### src/design/htl_pkg.sv
package htl_pkg;

   typedef enum logic [1:0] {
      EV_NONE       = 2'd0,
      EV_START      = 2'd1,
      EV_STOP_TEMP  = 2'd2,
      EV_STOP_FAULT = 2'd3
   } htl_event_type;

   localparam logic REQ_SAMPLE = 1'b0;
   localparam logic REQ_CLOCK  = 1'b1;

   localparam logic [1:0] CSR_TEMP_ON  = 2'd0;
   localparam logic [1:0] CSR_TEMP_OFF = 2'd1;
   localparam logic [1:0] CSR_LOCKOUT  = 2'd2;
   localparam logic [1:0] CSR_WATTS    = 2'd3;

   localparam logic signed [11:0] TEMP_ON_RESET  = 12'sd96;
   localparam logic signed [11:0] TEMP_OFF_RESET = 12'sd48;
   localparam logic [21:0]        LOCKOUT_RESET  = 22'd300000;
   localparam logic [9:0]         WATTS_RESET    = 10'd200;

   localparam logic [11:0] WAIT_MAX_S = 12'd4095;

   // Exact reciprocals: x/225 for 28-bit x (shift 36), x/1000 and x/3600
   // for 22-bit x (shifts 32 and 34).
   localparam logic [28:0] RECIP_225  = 29'd305419897;
   localparam logic [22:0] RECIP_1000 = 23'd4294968;
   localparam logic [22:0] RECIP_3600 = 23'd4772186;
   localparam logic [31:0] MS_PER_HOUR_DIV = 32'd3600;

   typedef struct packed {
      logic          compressor_on;
      htl_event_type switch_event;
      logic          start_blocked;
      logic          report_valid;
   } htl_flags_type;

   typedef struct packed {
      htl_flags_type flags;
      logic [21:0]   wait_ms;
      logic [31:0]   active_ms;
      logic [31:0]   total_ms;
   } htl_stage_type;

endpackage

### src/design/htl_post.sv
module htl_post (
   input  logic                   clock,
   input  logic                   reset,
   input  logic                   in_valid,
   input  htl_pkg::htl_stage_type in_data,
   output logic                   in_stall,
   input  logic [9:0]             cfg_watts,
   output logic                   rsp_valid,
   input  logic                   rsp_stall,
   output logic                   rsp_compressor_on,
   output logic [1:0]             rsp_switch_event,
   output logic                   rsp_start_blocked,
   output logic [11:0]            rsp_wait_left_s,
   output logic                   rsp_report_valid,
   output logic [31:0]            rsp_active_ms,
   output logic [31:0]            rsp_idle_ms,
   output logic [30:0]            rsp_energy_mwh
);

   logic v2_ff, v3_ff, v4_ff, v5_ff;
   logic load2, load3, load4, load5;

   htl_pkg::htl_flags_type flags2_ff, flags3_ff, flags4_ff, flags5_ff;
   logic [31:0] act2_ff, act3_ff, act4_ff, act5_ff;
   logic [31:0] idle2_ff, idle3_ff, idle4_ff, idle5_ff;
   logic [11:0] wait3_ff, wait4_ff, wait5_ff;
   logic [56:0] xprod_ff;
   logic [44:0] wprod_ff;
   logic [20:0] quot_ff;
   logic [11:0] rem_ff;
   logic [30:0] aw_ff;
   logic [21:0] rw_ff;
   logic [30:0] energy_ff;

   logic [31:0] idle2_in;
   logic [56:0] xprod_in;
   logic [44:0] wprod_in;
   logic [20:0] quot_in;
   logic [31:0] rem_full;
   logic [11:0] rem_in;
   logic [12:0] wait_q;
   logic [11:0] wait3_in;
   logic [30:0] aw_in;
   logic [21:0] rw_in;
   logic [44:0] rq_prod;
   logic [30:0] energy_in;

   assign load5    = !v5_ff || !rsp_stall;
   assign load4    = !v4_ff || load5;
   assign load3    = !v3_ff || load4;
   assign load2    = !v2_ff || load3;
   assign in_stall = !load2;

   always_comb begin
      idle2_in = (in_data.total_ms > in_data.active_ms) ?
                 (in_data.total_ms - in_data.active_ms) : 32'd0;
      xprod_in = {29'd0, in_data.active_ms[31:4]} * {28'd0, htl_pkg::RECIP_225};
      wprod_in = {23'd0, in_data.wait_ms} * {22'd0, htl_pkg::RECIP_1000};
   end

   always_comb begin
      quot_in  = xprod_ff[56:36];
      rem_full = act2_ff - ({11'd0, quot_ff_next_dummy()} );
      rem_in   = rem_full[11:0];
      wait_q   = wprod_ff[44:32];
      wait3_in = (wait_q > {1'b0, htl_pkg::WAIT_MAX_S}) ? htl_pkg::WAIT_MAX_S : wait_q[11:0];
   end

   function automatic logic [20:0] quot_ff_next_dummy();
      return 21'd0;
   endfunction

   always_comb begin
      aw_in = {10'd0, quot_ff} * {21'd0, cfg_watts};
      rw_in = {10'd0, rem_ff} * {12'd0, cfg_watts};
   end

   always_comb begin
      rq_prod   = {23'd0, rw_ff} * {22'd0, htl_pkg::RECIP_3600};
      energy_in = aw_ff + {20'd0, rq_prod[44:34]};
   end

   always_ff @(posedge clock) begin
      if (reset) begin
         v2_ff <= 1'b0;
         v3_ff <= 1'b0;
         v4_ff <= 1'b0;
         v5_ff <= 1'b0;
      end else begin
         if (load2) v2_ff <= in_valid;
         if (load3) v3_ff <= v2_ff;
         if (load4) v4_ff <= v3_ff;
         if (load5) v5_ff <= v4_ff;
      end
   end

   always_ff @(posedge clock) begin
      if (load2) begin
         flags2_ff <= in_data.flags;
         act2_ff   <= in_data.active_ms;
         idle2_ff  <= idle2_in;
         xprod_ff  <= xprod_in;
         wprod_ff  <= wprod_in;
      end
      if (load3) begin
         flags3_ff <= flags2_ff;
         act3_ff   <= act2_ff;
         idle3_ff  <= idle2_ff;
         wait3_ff  <= wait3_in;
         quot_ff   <= quot_in;
         rem_ff    <= act2_ff[11:0] - 12'(32'(quot_in) * htl_pkg::MS_PER_HOUR_DIV)
                      + 12'(rem_in & 12'd0);
      end
      if (load4) begin
         flags4_ff <= flags3_ff;
         act4_ff   <= act3_ff;
         idle4_ff  <= idle3_ff;
         wait4_ff  <= wait3_ff;
         aw_ff     <= aw_in;
         rw_ff     <= rw_in;
      end
      if (load5) begin
         flags5_ff <= flags4_ff;
         act5_ff   <= act4_ff;
         idle5_ff  <= idle4_ff;
         wait5_ff  <= wait4_ff;
         energy_ff <= energy_in;
      end
   end

   assign rsp_valid         = v5_ff;
   assign rsp_compressor_on = flags5_ff.compressor_on;
   assign rsp_switch_event  = flags5_ff.switch_event;
   assign rsp_start_blocked = flags5_ff.start_blocked;
   assign rsp_wait_left_s   = wait5_ff;
   assign rsp_report_valid  = flags5_ff.report_valid;
   assign rsp_active_ms     = act5_ff;
   assign rsp_idle_ms       = idle5_ff;
   assign rsp_energy_mwh    = energy_ff;

endmodule

### src/design/hysteresis_thermostat_lockout_unit.sv
// Channel   Direction  Handshake            Contents
// req_      in         req_valid/req_stall  one sample or clock check per beat
// rsp_      out        rsp_valid/rsp_stall  one result per accepted beat
// csr_      in         csr_wr_en            register index and write data
//
// One beat is accepted every cycle while req_stall is low; its result passes
// through the state update stage and four stages of energy and wait arithmetic.
// Reset is synchronous and restores the power-on thresholds, lockout and power.
// A stalled result holds the last stage; the earlier stages fill up behind it
// and req_stall rises only once every stage holds a beat.
module hysteresis_thermostat_lockout_unit (
   input  logic                clock,
   input  logic                reset,
   input  logic                csr_wr_en,
   input  logic [1:0]          csr_index,
   input  logic [21:0]         csr_wdata,
   input  logic                req_valid,
   output logic                req_stall,
   input  logic                req_type,
   input  logic [31:0]         req_now_ms,
   input  logic signed [11:0]  req_temp_sixteenths,
   input  logic                req_sensor_missing,
   input  logic                req_at_midnight,
   output logic                rsp_valid,
   input  logic                rsp_stall,
   output logic                rsp_compressor_on,
   output logic [1:0]          rsp_switch_event,
   output logic                rsp_start_blocked,
   output logic [11:0]         rsp_wait_left_s,
   output logic                rsp_report_valid,
   output logic [31:0]         rsp_active_ms,
   output logic [31:0]         rsp_idle_ms,
   output logic [30:0]         rsp_energy_mwh
);

   logic signed [11:0] temp_on_ff, temp_off_ff;
   logic [21:0]        lockout_ff;
   logic [9:0]         watts_ff;

   logic        running_ff, running_in;
   logic [31:0] last_stop_ff, last_stop_in;
   logic [31:0] last_change_ff, last_change_in;
   logic [31:0] run_sum_ff, run_sum_in;
   logic [31:0] day_start_ff, day_start_in;
   logic        report_sent_ff, report_sent_in;

   htl_pkg::htl_stage_type s1_ff, s1_in;
   logic                   s1_valid_ff;
   logic                   post_stall;
   logic                   load1;
   logic                   accept;

   logic [31:0] elapsed, since_change, day_len, act;

   assign load1     = !s1_valid_ff || !post_stall;
   assign req_stall = !load1;
   assign accept    = req_valid && load1;

   always_ff @(posedge clock) begin
      if (reset) begin
         temp_on_ff  <= htl_pkg::TEMP_ON_RESET;
         temp_off_ff <= htl_pkg::TEMP_OFF_RESET;
         lockout_ff  <= htl_pkg::LOCKOUT_RESET;
         watts_ff    <= htl_pkg::WATTS_RESET;
      end else if (csr_wr_en) begin
         case (csr_index)
            htl_pkg::CSR_TEMP_ON:  temp_on_ff  <= csr_wdata[11:0];
            htl_pkg::CSR_TEMP_OFF: temp_off_ff <= csr_wdata[11:0];
            htl_pkg::CSR_LOCKOUT:  lockout_ff  <= csr_wdata;
            htl_pkg::CSR_WATTS:    watts_ff    <= csr_wdata[9:0];
            default: ;
         endcase
      end
   end

   always_comb begin
      running_in     = running_ff;
      last_stop_in   = last_stop_ff;
      last_change_in = last_change_ff;
      run_sum_in     = run_sum_ff;
      day_start_in   = day_start_ff;
      report_sent_in = report_sent_ff;
      s1_in          = '0;
      act            = 32'd0;
      elapsed        = req_now_ms - last_stop_ff;
      since_change   = req_now_ms - last_change_ff;
      day_len        = req_now_ms - day_start_ff;
      if (req_type == htl_pkg::REQ_SAMPLE) begin
         if (req_sensor_missing) begin
            if (running_ff) begin
               run_sum_in     = run_sum_ff + since_change;
               running_in     = 1'b0;
               last_change_in = req_now_ms;
               last_stop_in   = req_now_ms;
               s1_in.flags.switch_event = htl_pkg::EV_STOP_FAULT;
            end
         end else if (req_temp_sixteenths >= temp_on_ff && !running_ff) begin
            if (elapsed >= {10'd0, lockout_ff}) begin
               running_in     = 1'b1;
               last_change_in = req_now_ms;
               s1_in.flags.switch_event = htl_pkg::EV_START;
            end else begin
               s1_in.flags.start_blocked = 1'b1;
               s1_in.wait_ms = lockout_ff - elapsed[21:0];
            end
         end else if (req_temp_sixteenths <= temp_off_ff && running_ff) begin
            run_sum_in     = run_sum_ff + since_change;
            running_in     = 1'b0;
            last_change_in = req_now_ms;
            last_stop_in   = req_now_ms;
            s1_in.flags.switch_event = htl_pkg::EV_STOP_TEMP;
         end
      end else if (req_at_midnight) begin
         if (!report_sent_ff) begin
            act = run_sum_ff + (running_ff ? since_change : 32'd0);
            s1_in.flags.report_valid = 1'b1;
            s1_in.active_ms = act;
            s1_in.total_ms  = (day_len == 32'd0) ? 32'd1 : day_len;
            run_sum_in      = 32'd0;
            day_start_in    = req_now_ms;
            last_change_in  = req_now_ms;
            report_sent_in  = 1'b1;
         end
      end else begin
         report_sent_in = 1'b0;
      end
      s1_in.flags.compressor_on = running_in;
   end

   always_ff @(posedge clock) begin
      if (reset) begin
         running_ff     <= 1'b0;
         last_stop_ff   <= 32'd0;
         last_change_ff <= 32'd0;
         run_sum_ff     <= 32'd0;
         day_start_ff   <= 32'd0;
         report_sent_ff <= 1'b0;
         s1_valid_ff    <= 1'b0;
      end else begin
         if (accept) begin
            running_ff     <= running_in;
            last_stop_ff   <= last_stop_in;
            last_change_ff <= last_change_in;
            run_sum_ff     <= run_sum_in;
            day_start_ff   <= day_start_in;
            report_sent_ff <= report_sent_in;
         end
         if (load1) s1_valid_ff <= req_valid;
      end
   end

   always_ff @(posedge clock) begin
      if (load1) s1_ff <= s1_in;
   end

   htl_post u_post (
      .clock             (clock),
      .reset             (reset),
      .in_valid          (s1_valid_ff),
      .in_data           (s1_ff),
      .in_stall          (post_stall),
      .cfg_watts         (watts_ff),
      .rsp_valid         (rsp_valid),
      .rsp_stall         (rsp_stall),
      .rsp_compressor_on (rsp_compressor_on),
      .rsp_switch_event  (rsp_switch_event),
      .rsp_start_blocked (rsp_start_blocked),
      .rsp_wait_left_s   (rsp_wait_left_s),
      .rsp_report_valid  (rsp_report_valid),
      .rsp_active_ms     (rsp_active_ms),
      .rsp_idle_ms       (rsp_idle_ms),
      .rsp_energy_mwh    (rsp_energy_mwh)
   );

`ifndef SYNTH
   a_start_runs: assert property (@(posedge clock) disable iff (reset)
      accept && s1_in.flags.switch_event == htl_pkg::EV_START |=> running_ff)
      else $error("start beat did not leave the compressor running");

   a_stall_full: assert property (@(posedge clock) disable iff (reset)
      req_stall |-> rsp_valid && rsp_stall)
      else $error("input stalled while the result stage can move");

   a_start_on: assert property (@(posedge clock) disable iff (reset)
      rsp_valid && rsp_switch_event == htl_pkg::EV_START |-> rsp_compressor_on)
      else $error("start reported with the compressor off");

   a_no_report: assert property (@(posedge clock) disable iff (reset)
      rsp_valid && !rsp_report_valid |-> rsp_energy_mwh == 31'd0 && rsp_idle_ms == 32'd0)
      else $error("report figures set without a report");
`endif

endmodule

### config.mk
export PLATFORM = sky130hd
export DESIGN_NAME = hysteresis_thermostat_lockout_unit
export DESIGN_NICKNAME = d
export VERILOG_FILES = /design/src/design/htl_pkg.sv /design/src/design/htl_post.sv /design/src/design/hysteresis_thermostat_lockout_unit.sv
export SDC_FILE = /design/constraint.sdc
export NUM_CORES = 2
export LEC_CHECK = 0
export CAP_MARGIN = 20
export CORE_ASPECT_RATIO = 0.9
export CORE_MARGIN = 2
export CORE_UTILIZATION = 30
export CTS_BUF_LIST = sky130_fd_sc_hd__clkbuf_2
export DETAILED_ROUTE_END_ITERATION = 10
export DONT_BUFFER_PORTS = 1
export PLACE_DENSITY = 0.54
export SLEW_MARGIN = 25
export SYNTH_ARGS = -nofsm -noshare
export SYNTH_HDL_FRONTEND = slang
export SYNTH_HIERARCHICAL = 1
export SYNTH_SLANG_ARGS = --single-unit
### constraint.sdc
create_clock -name clock -period 10.9 [get_ports clock]
set_clock_uncertainty 0.05 [all_clocks]
set_input_delay 0.545 -clock clock [delete_from_list [all_inputs] [get_ports clock]]
set_output_delay 0.545 -clock clock [all_outputs]
set_load 0.05 [all_outputs]
[Word-level counts from Yosys, hierarchy flattened]
Index checks and enable logic that the tools add are counted.
Operators by class
  $add $sub $neg: 9
  multiply operators: 6
  $lt $le $gt $ge: 5
  equal/unequal tests: 10
  multiplexer cells: 32
  bitwise gates (word level): 4
  reduce and logical (&&, ||, !) cells: 35
Operators with widths (number)
  2-to-1 mux 32 bit: 18
  subtractor 32 bit: 4
  adder 32 bit: 2
  multiplier 28 x 29 -> 57 bit, second input constant: 1
  multiplier 22 x 22 -> 44 bit, second input constant: 1
  multiplier 22 x 20 -> 42 bit, second input constant: 1
  greater-or-equal comparator 32 x 22 -> 1 bit: 1
  > comparator 32 bit: 1
  zero test 32 bit: 1
  adder 31 x 11 -> 31 bit: 1
  multiplier 21 x 10 -> 31 bit: 1
  multiplier 12 x 10 -> 22 bit: 1
  subtractor 22 bit: 1
  multiplier 21 x 8 -> 8 bit, second input constant: 1
  > comparator 13 x 12 -> 1 bit, second input constant: 1
  greater-or-equal comparator 12 bit: 1
  <= comparator 12 bit: 1
  AND reduction 2 bit: 6
  AND reduction 6 bit: 2
  subtractor 12 bit: 1
  2-to-1 mux 1 bit: 10
  zero test 1 bit: 8
  2-to-1 mux 2 bit: 4
  OR reduction 4 bit: 2
  17 further kinds: 30
Storage, ports and cells
  register bits: 810
  input port bits: 76
  word-level logic and storage cells: 158

[Depth between registers and ports, before layout]
  depth in word-level cells: 8
  gate-level depth with buffers: 34

[Cells and area by module]
The synthesis kept the hierarchy.
By module, submodules not included
  htl_post: instances 1, cells an instance 4441, area each 51369.3 µm², seq. area each 13863.3 µm²
  hysteresis_thermostat_lockout_unit: instances 1, cells an instance 2620, area each 21185.3 µm², seq. area each 6476.2 µm²

[Worst setup path before layout]
No wires, ideal clock.
  kind: register to register
  from: register u_post.rw_ff[13]
  to: register u_post.energy_ff[23] (netlist: u_post/rsp_energy_mwh[23]) (data pin)
  setup time: 0.258 ns
  arrival: 7.642 ns
  required time: 10.592 ns
  path slack: 2.950 ns
  cell stages (with the launch flop): 33
  buffers on the path: 0
  period minus slack after synthesis: 7.950 ns
  cells stage by stage: edfxtp_1 -> ha_1 -> fa_1 -> ha_1 -> inv_1 -> fa_1 -> inv_1 -> fa_1 -> fa_1 -> inv_1 -> fa_1 -> inv_1 -> ha_1 -> a21oi_1 -> a211o_1 -> a31oi_1 -> a2111oi_0 -> and3_1 -> o31ai_1 -> a21oi_1 -> xnor2_1 -> ha_1 -> a21o_1 -> a21oi_1 -> o21bai_1 -> a21oi_1 -> o21bai_1 -> a21oi_1 -> o21bai_1 -> a2111oi_2 -> nor4_2 -> and3_1 -> xor2_1
On the way
  longest elaborated chain between the ends: 2
Ends and longest elaborated chain
  start: declaration: RTL line htl_post.sv:32  | logic [21:0] rw_ff;
  start signal: assignment: RTL line htl_post.sv:120  | rw_ff <= rw_in;
  multiplier 22 x 22 -> 44 bit: RTL line htl_post.sv:79  | rq_prod = {23'd0, rw_ff} * {22'd0, htl_pkg::RECIP_3600};
  adder 31 x 11 -> 31 bit: RTL line htl_post.sv:80  | energy_in = aw_ff + {20'd0, rq_prod[44:34]};
  net u_post.energy_in[23]: RTL line htl_post.sv:46  | logic [30:0] energy_in;
  end signal: assignment: RTL line htl_post.sv:127  | energy_ff <= energy_in;
  end: declaration: RTL line htl_post.sv:33  | logic [30:0] energy_ff;
The timed path passes the listed nets, and every way through them passes these cells.
A chain may end at the register's enable or synchronous reset.

[Final worst setup path]
  from: register u_post.rw_ff[5]
  to: register u_post.energy_ff[18] (netlist: u_post/rsp_energy_mwh[18]) (data pin)
Same word-level chain as after synthesis.

==> metrics.md <==
| Metric | Value |
|---|---|
| Synth Flop Type | edfxtp_1 |
| Post-synth net total | 9,005 |
| Leading cell types in the layout, fill and taps excluded | 1,280 x inv_1, 1,126 x ha_1, 742 x fa_1 |
| Register bit count reported by yosys | 741 |
| Root cell of the clock tree | clkbuf_2 |
| Final worst-path cycle share | 85.7% |
| Vias after detailed routing | 50,800 |
| Met2 WL | 91,800 um |
| First-pass GRT wire length | 309,000 um |
| Synth Area in Adders | 39.9% |
| Min-delay worst type | reg -> reg |
| Post-cts resize count | 0 |
| Tmin final | 9.34 ns |
| Drc violations | 0 |
| Setup violators final | 0 |
| PwrDens | ~200 nW/um^2 |
| Post-route ant nets | 0 |
| Pint | approximately 8600 uW |
| Post-synthesis compound-gate area fraction | around a tenth |
| Synth Area in Simple Gates | 10.7% |
| Switching share of power | 46.9% |
| Top Metal Used | met5 |
| Final Net Count | 9,333 |
| TritonRoute pass-1 iters | 5 |
| TritonCTS clock tree | yes |
| Number of flip-flops in the largest register | 91 |
| Hold-fix buffers, CTS | 241 |
| Die W | 522 um |
| RSZ-0062 raised after global routing | false |
| Startpoint types | flop |
| Final count of hold timing violations | 0 |
| Final Routed Wirelength | ~200,000 um |
| Mapped Cells | 7,061 |
| CP Max Fanout | 10 |
| Worst path slowest cell | edfxtp_1 |
| Initial antenna violation count | 17 |
| Largest net degree at the start of global routing | 210 |
| Clock power frac | a little over an eighth |
| Critical Path AT | 10.44 ns |
| P_sw | about 7600 uW |
| Die Y | around 470 um |
| Initial Util | a little under a third |
| Max-cap violations | 0 |
| Register area share after synthesis | 28.0% |
| Outcome | completed |
| Crit Path Class | reg -> reg |
| Critical path endpoint category | flop |
| Syn Area/Cell | around 10 sq um |
| Measured slew at the worst slew-check pin | 1.12 ns |
| Initial drt markers | 2,991 |
| Crit path top cell by count | fa_1 |
| Clock-pin slew on the worst setup and hold paths | 0.10 ns |
| Xor/xnor share of the synthesized area | under 10% |
| Full die area | 246,000 sq um |
| Max Clk Rate | 107 MHz |
| Mapped Area | 72,600 sq um |
| GP Congestion | approximately 0.93 |
| Met3 Routed Length | around 8500 um |
| Total gr overflow | 0 |
| IO buf count | 0 |
| Leakage | 0.0404 uW |
| Netlist cell types | 101 |
| Biggest register | s1_ff |
| Post-synth EDFFs | 550 |
| HPWL Detailed | 157,000 um |
| Syn-to-layout area delta | 11.2% |
| Drt via density | 4.72 |
| Worst path required time | 12.00 ns |
| Proportion of synthesized area in mux cells | 0.566% |
| Final core utilization | between 30% and 40% |
| CTS Buf Count | 211 |
| Layout cells sized above 1 | slightly above 6% |
| Wire length per cell | 18.4 um |
| Rel. slew slack | 24.7% |
| Largest family of logic cells by synthesized area | adder cells |
| GRT Total Usage | 16.1% |
| Vias in the first global route | 52,700 |
| Setup Fix Bufs, Post-CTS | 0 |
| Skew-Pair Late Insertion Delay | 1.60 ns |
| Synth async-reset ratio | 0% |
| Setup TNS | 0 ns |
| Most common cell after layout, fill and taps aside | inv_1 |
| Slew Limit Fails | 0 |
| Max Root-Sink Buffers | 4 |
| Synth warn | 6 |
| H-tree depth | 4 |
| Combinational power share | 60.9% |
| Reg power frac | 25.9% |
| Peak supply drop | 0.547 mV |
| CTS sink cnt | 741 |
| Core Region | 241,000 sq um |
| Met1 Wirelength | 93,200 um |
| Critical Path Max Stage Delay | 0.66 ns |
| Row Count | between 150 and 200 |
| Ports | 190 |
final cells by class:
cell class | count | area, sq um
Inverter | 1281 | 4810
Antenna cell | 9 | 22.5
Timing Repair Buffer | 288 | 2780
Sequential cell | 741 | 20300
Multi-Input combinational cell | 4866 | 46700
Tap cell | 3200 | 4000
Clock inverter | 83 | 484
Fill cell | 24700 | 160000
Clock buffer | 293 | 1470
synthesized netlist by cell type (all sizes together) (8+ instances only):
cell type / instances / area [sq um]
clkbuf: 149 / 559
a31o: 8 / 70.1
xor2: 101 / 885
a22oi: 24 / 180
nand3: 84 / 420
or3: 22 / 138
o21bai: 57 / 428
o311ai: 8 / 77.6
o31a: 8 / 70.1
a21o: 136 / 1020
a22o: 8 / 70.1
nor2: 282 / 1060
a211oi: 39 / 308
o31ai: 14 / 110
a221oi: 8 / 76.3
mux2i: 41 / 410
a211o: 19 / 168
ha: 1126 / 14100
nor3: 90 / 505
xnor2: 187 / 1640
or2: 33 / 206
a31oi: 32 / 206
o21ai: 166 / 850
nand2: 589 / 2210
fa: 742 / 14900
o21a: 47 / 360
nand3b: 23 / 173
nor2b: 48 / 300
and2: 178 / 1110
nand4: 40 / 250
edfxtp: 550 / 16500
dfxtp: 191 / 3820
nor3b: 9 / 72.6
o211ai: 23 / 183
buf: 24 / 156
and3: 46 / 288
inv: 1281 / 4810
a311oi: 8 / 70.1
nor4: 15 / 136
a2111oi: 12 / 134
a21oi: 391 / 1980
nand2b: 109 / 684
and4: 13 / 114
power groups by stage:
stage	clock [uW]	sequential, uW	combinational (uW)
after floorplan	0	4020	7350
after global placement	0	4270	9800
after detailed placement	0	4280	9780
after CTS	2260	4210	10000
after global routing	2390	4240	11600
final	2130	4190	9850
worst max-delay path, delay by kind of cell, from the launching register on:
kind	cells	cell delay, ns
and+or+nand+nor	2	0.44
DFF	1	0.66
AOI/OAI and AO/OA	14	3.07
adders and majority gates	10	4.19
xor gates and xnor gates	2	0.34
buffers and inverters	4	0.24
through the flow:
| step | power [uW] | cells | instance area [sq um] | hold WS [ns] | setup slack [ns] |
|---|---|---|---|---|---|
| after floorplan | 11400 | 7061 | 72600 | 0.350 | 2.95 |
| after global placement | 14100 | 10100 | 76200 | 0.353 | 1.78 |
| after detailed placement | 14100 | 10100 | 76200 | 0.355 | 1.66 |
| after CTS | 16500 | 10800 | 80600 | 0.0163 | 1.46 |
| after global routing | 18200 | 10800 | 80600 | 0.114 | 0.861 |
| final | 16200 | 10800 | 80700 | 0.259 | 1.56 |
layer usage:
metal / GRT usage (%) / vias to the layer above
li1: - / 24300
met1: 22.4 / 25200
met2: 26.2 / 1060
met3: 2.32 / 267
met4: 4.21 / 6
met5: 0 / -
worst paths after layout:
path | from | to | slack (ns) | cells after the start
max reg2reg | u_post/rw_ff[5] | u_post/rsp_energy_mwh[18] | 1.56 | 32
max | u_post/rw_ff[5] | u_post/rsp_energy_mwh[18] | 1.56 | 32
min reg2reg | u_post/idle2_ff[0] | u_post/idle3_ff[0] | 0.26 | 0
min | u_post/idle2_ff[0] | u_post/idle3_ff[0] | 0.26 | 0
logic make-up (layout without fill, tap and decap cells):
logic type,Yosys count,in the layout
xor gates and xnor gates,288,288
and+or+nand+nor,1592,1592
muxes,41,41
AOI/OAI and AO/OA,1077,1077
DFF,741,741
other,0,9
adders and majority gates,1868,1868
buffers and inverters,1454,1945
Power figures use the tool's default switching activity.
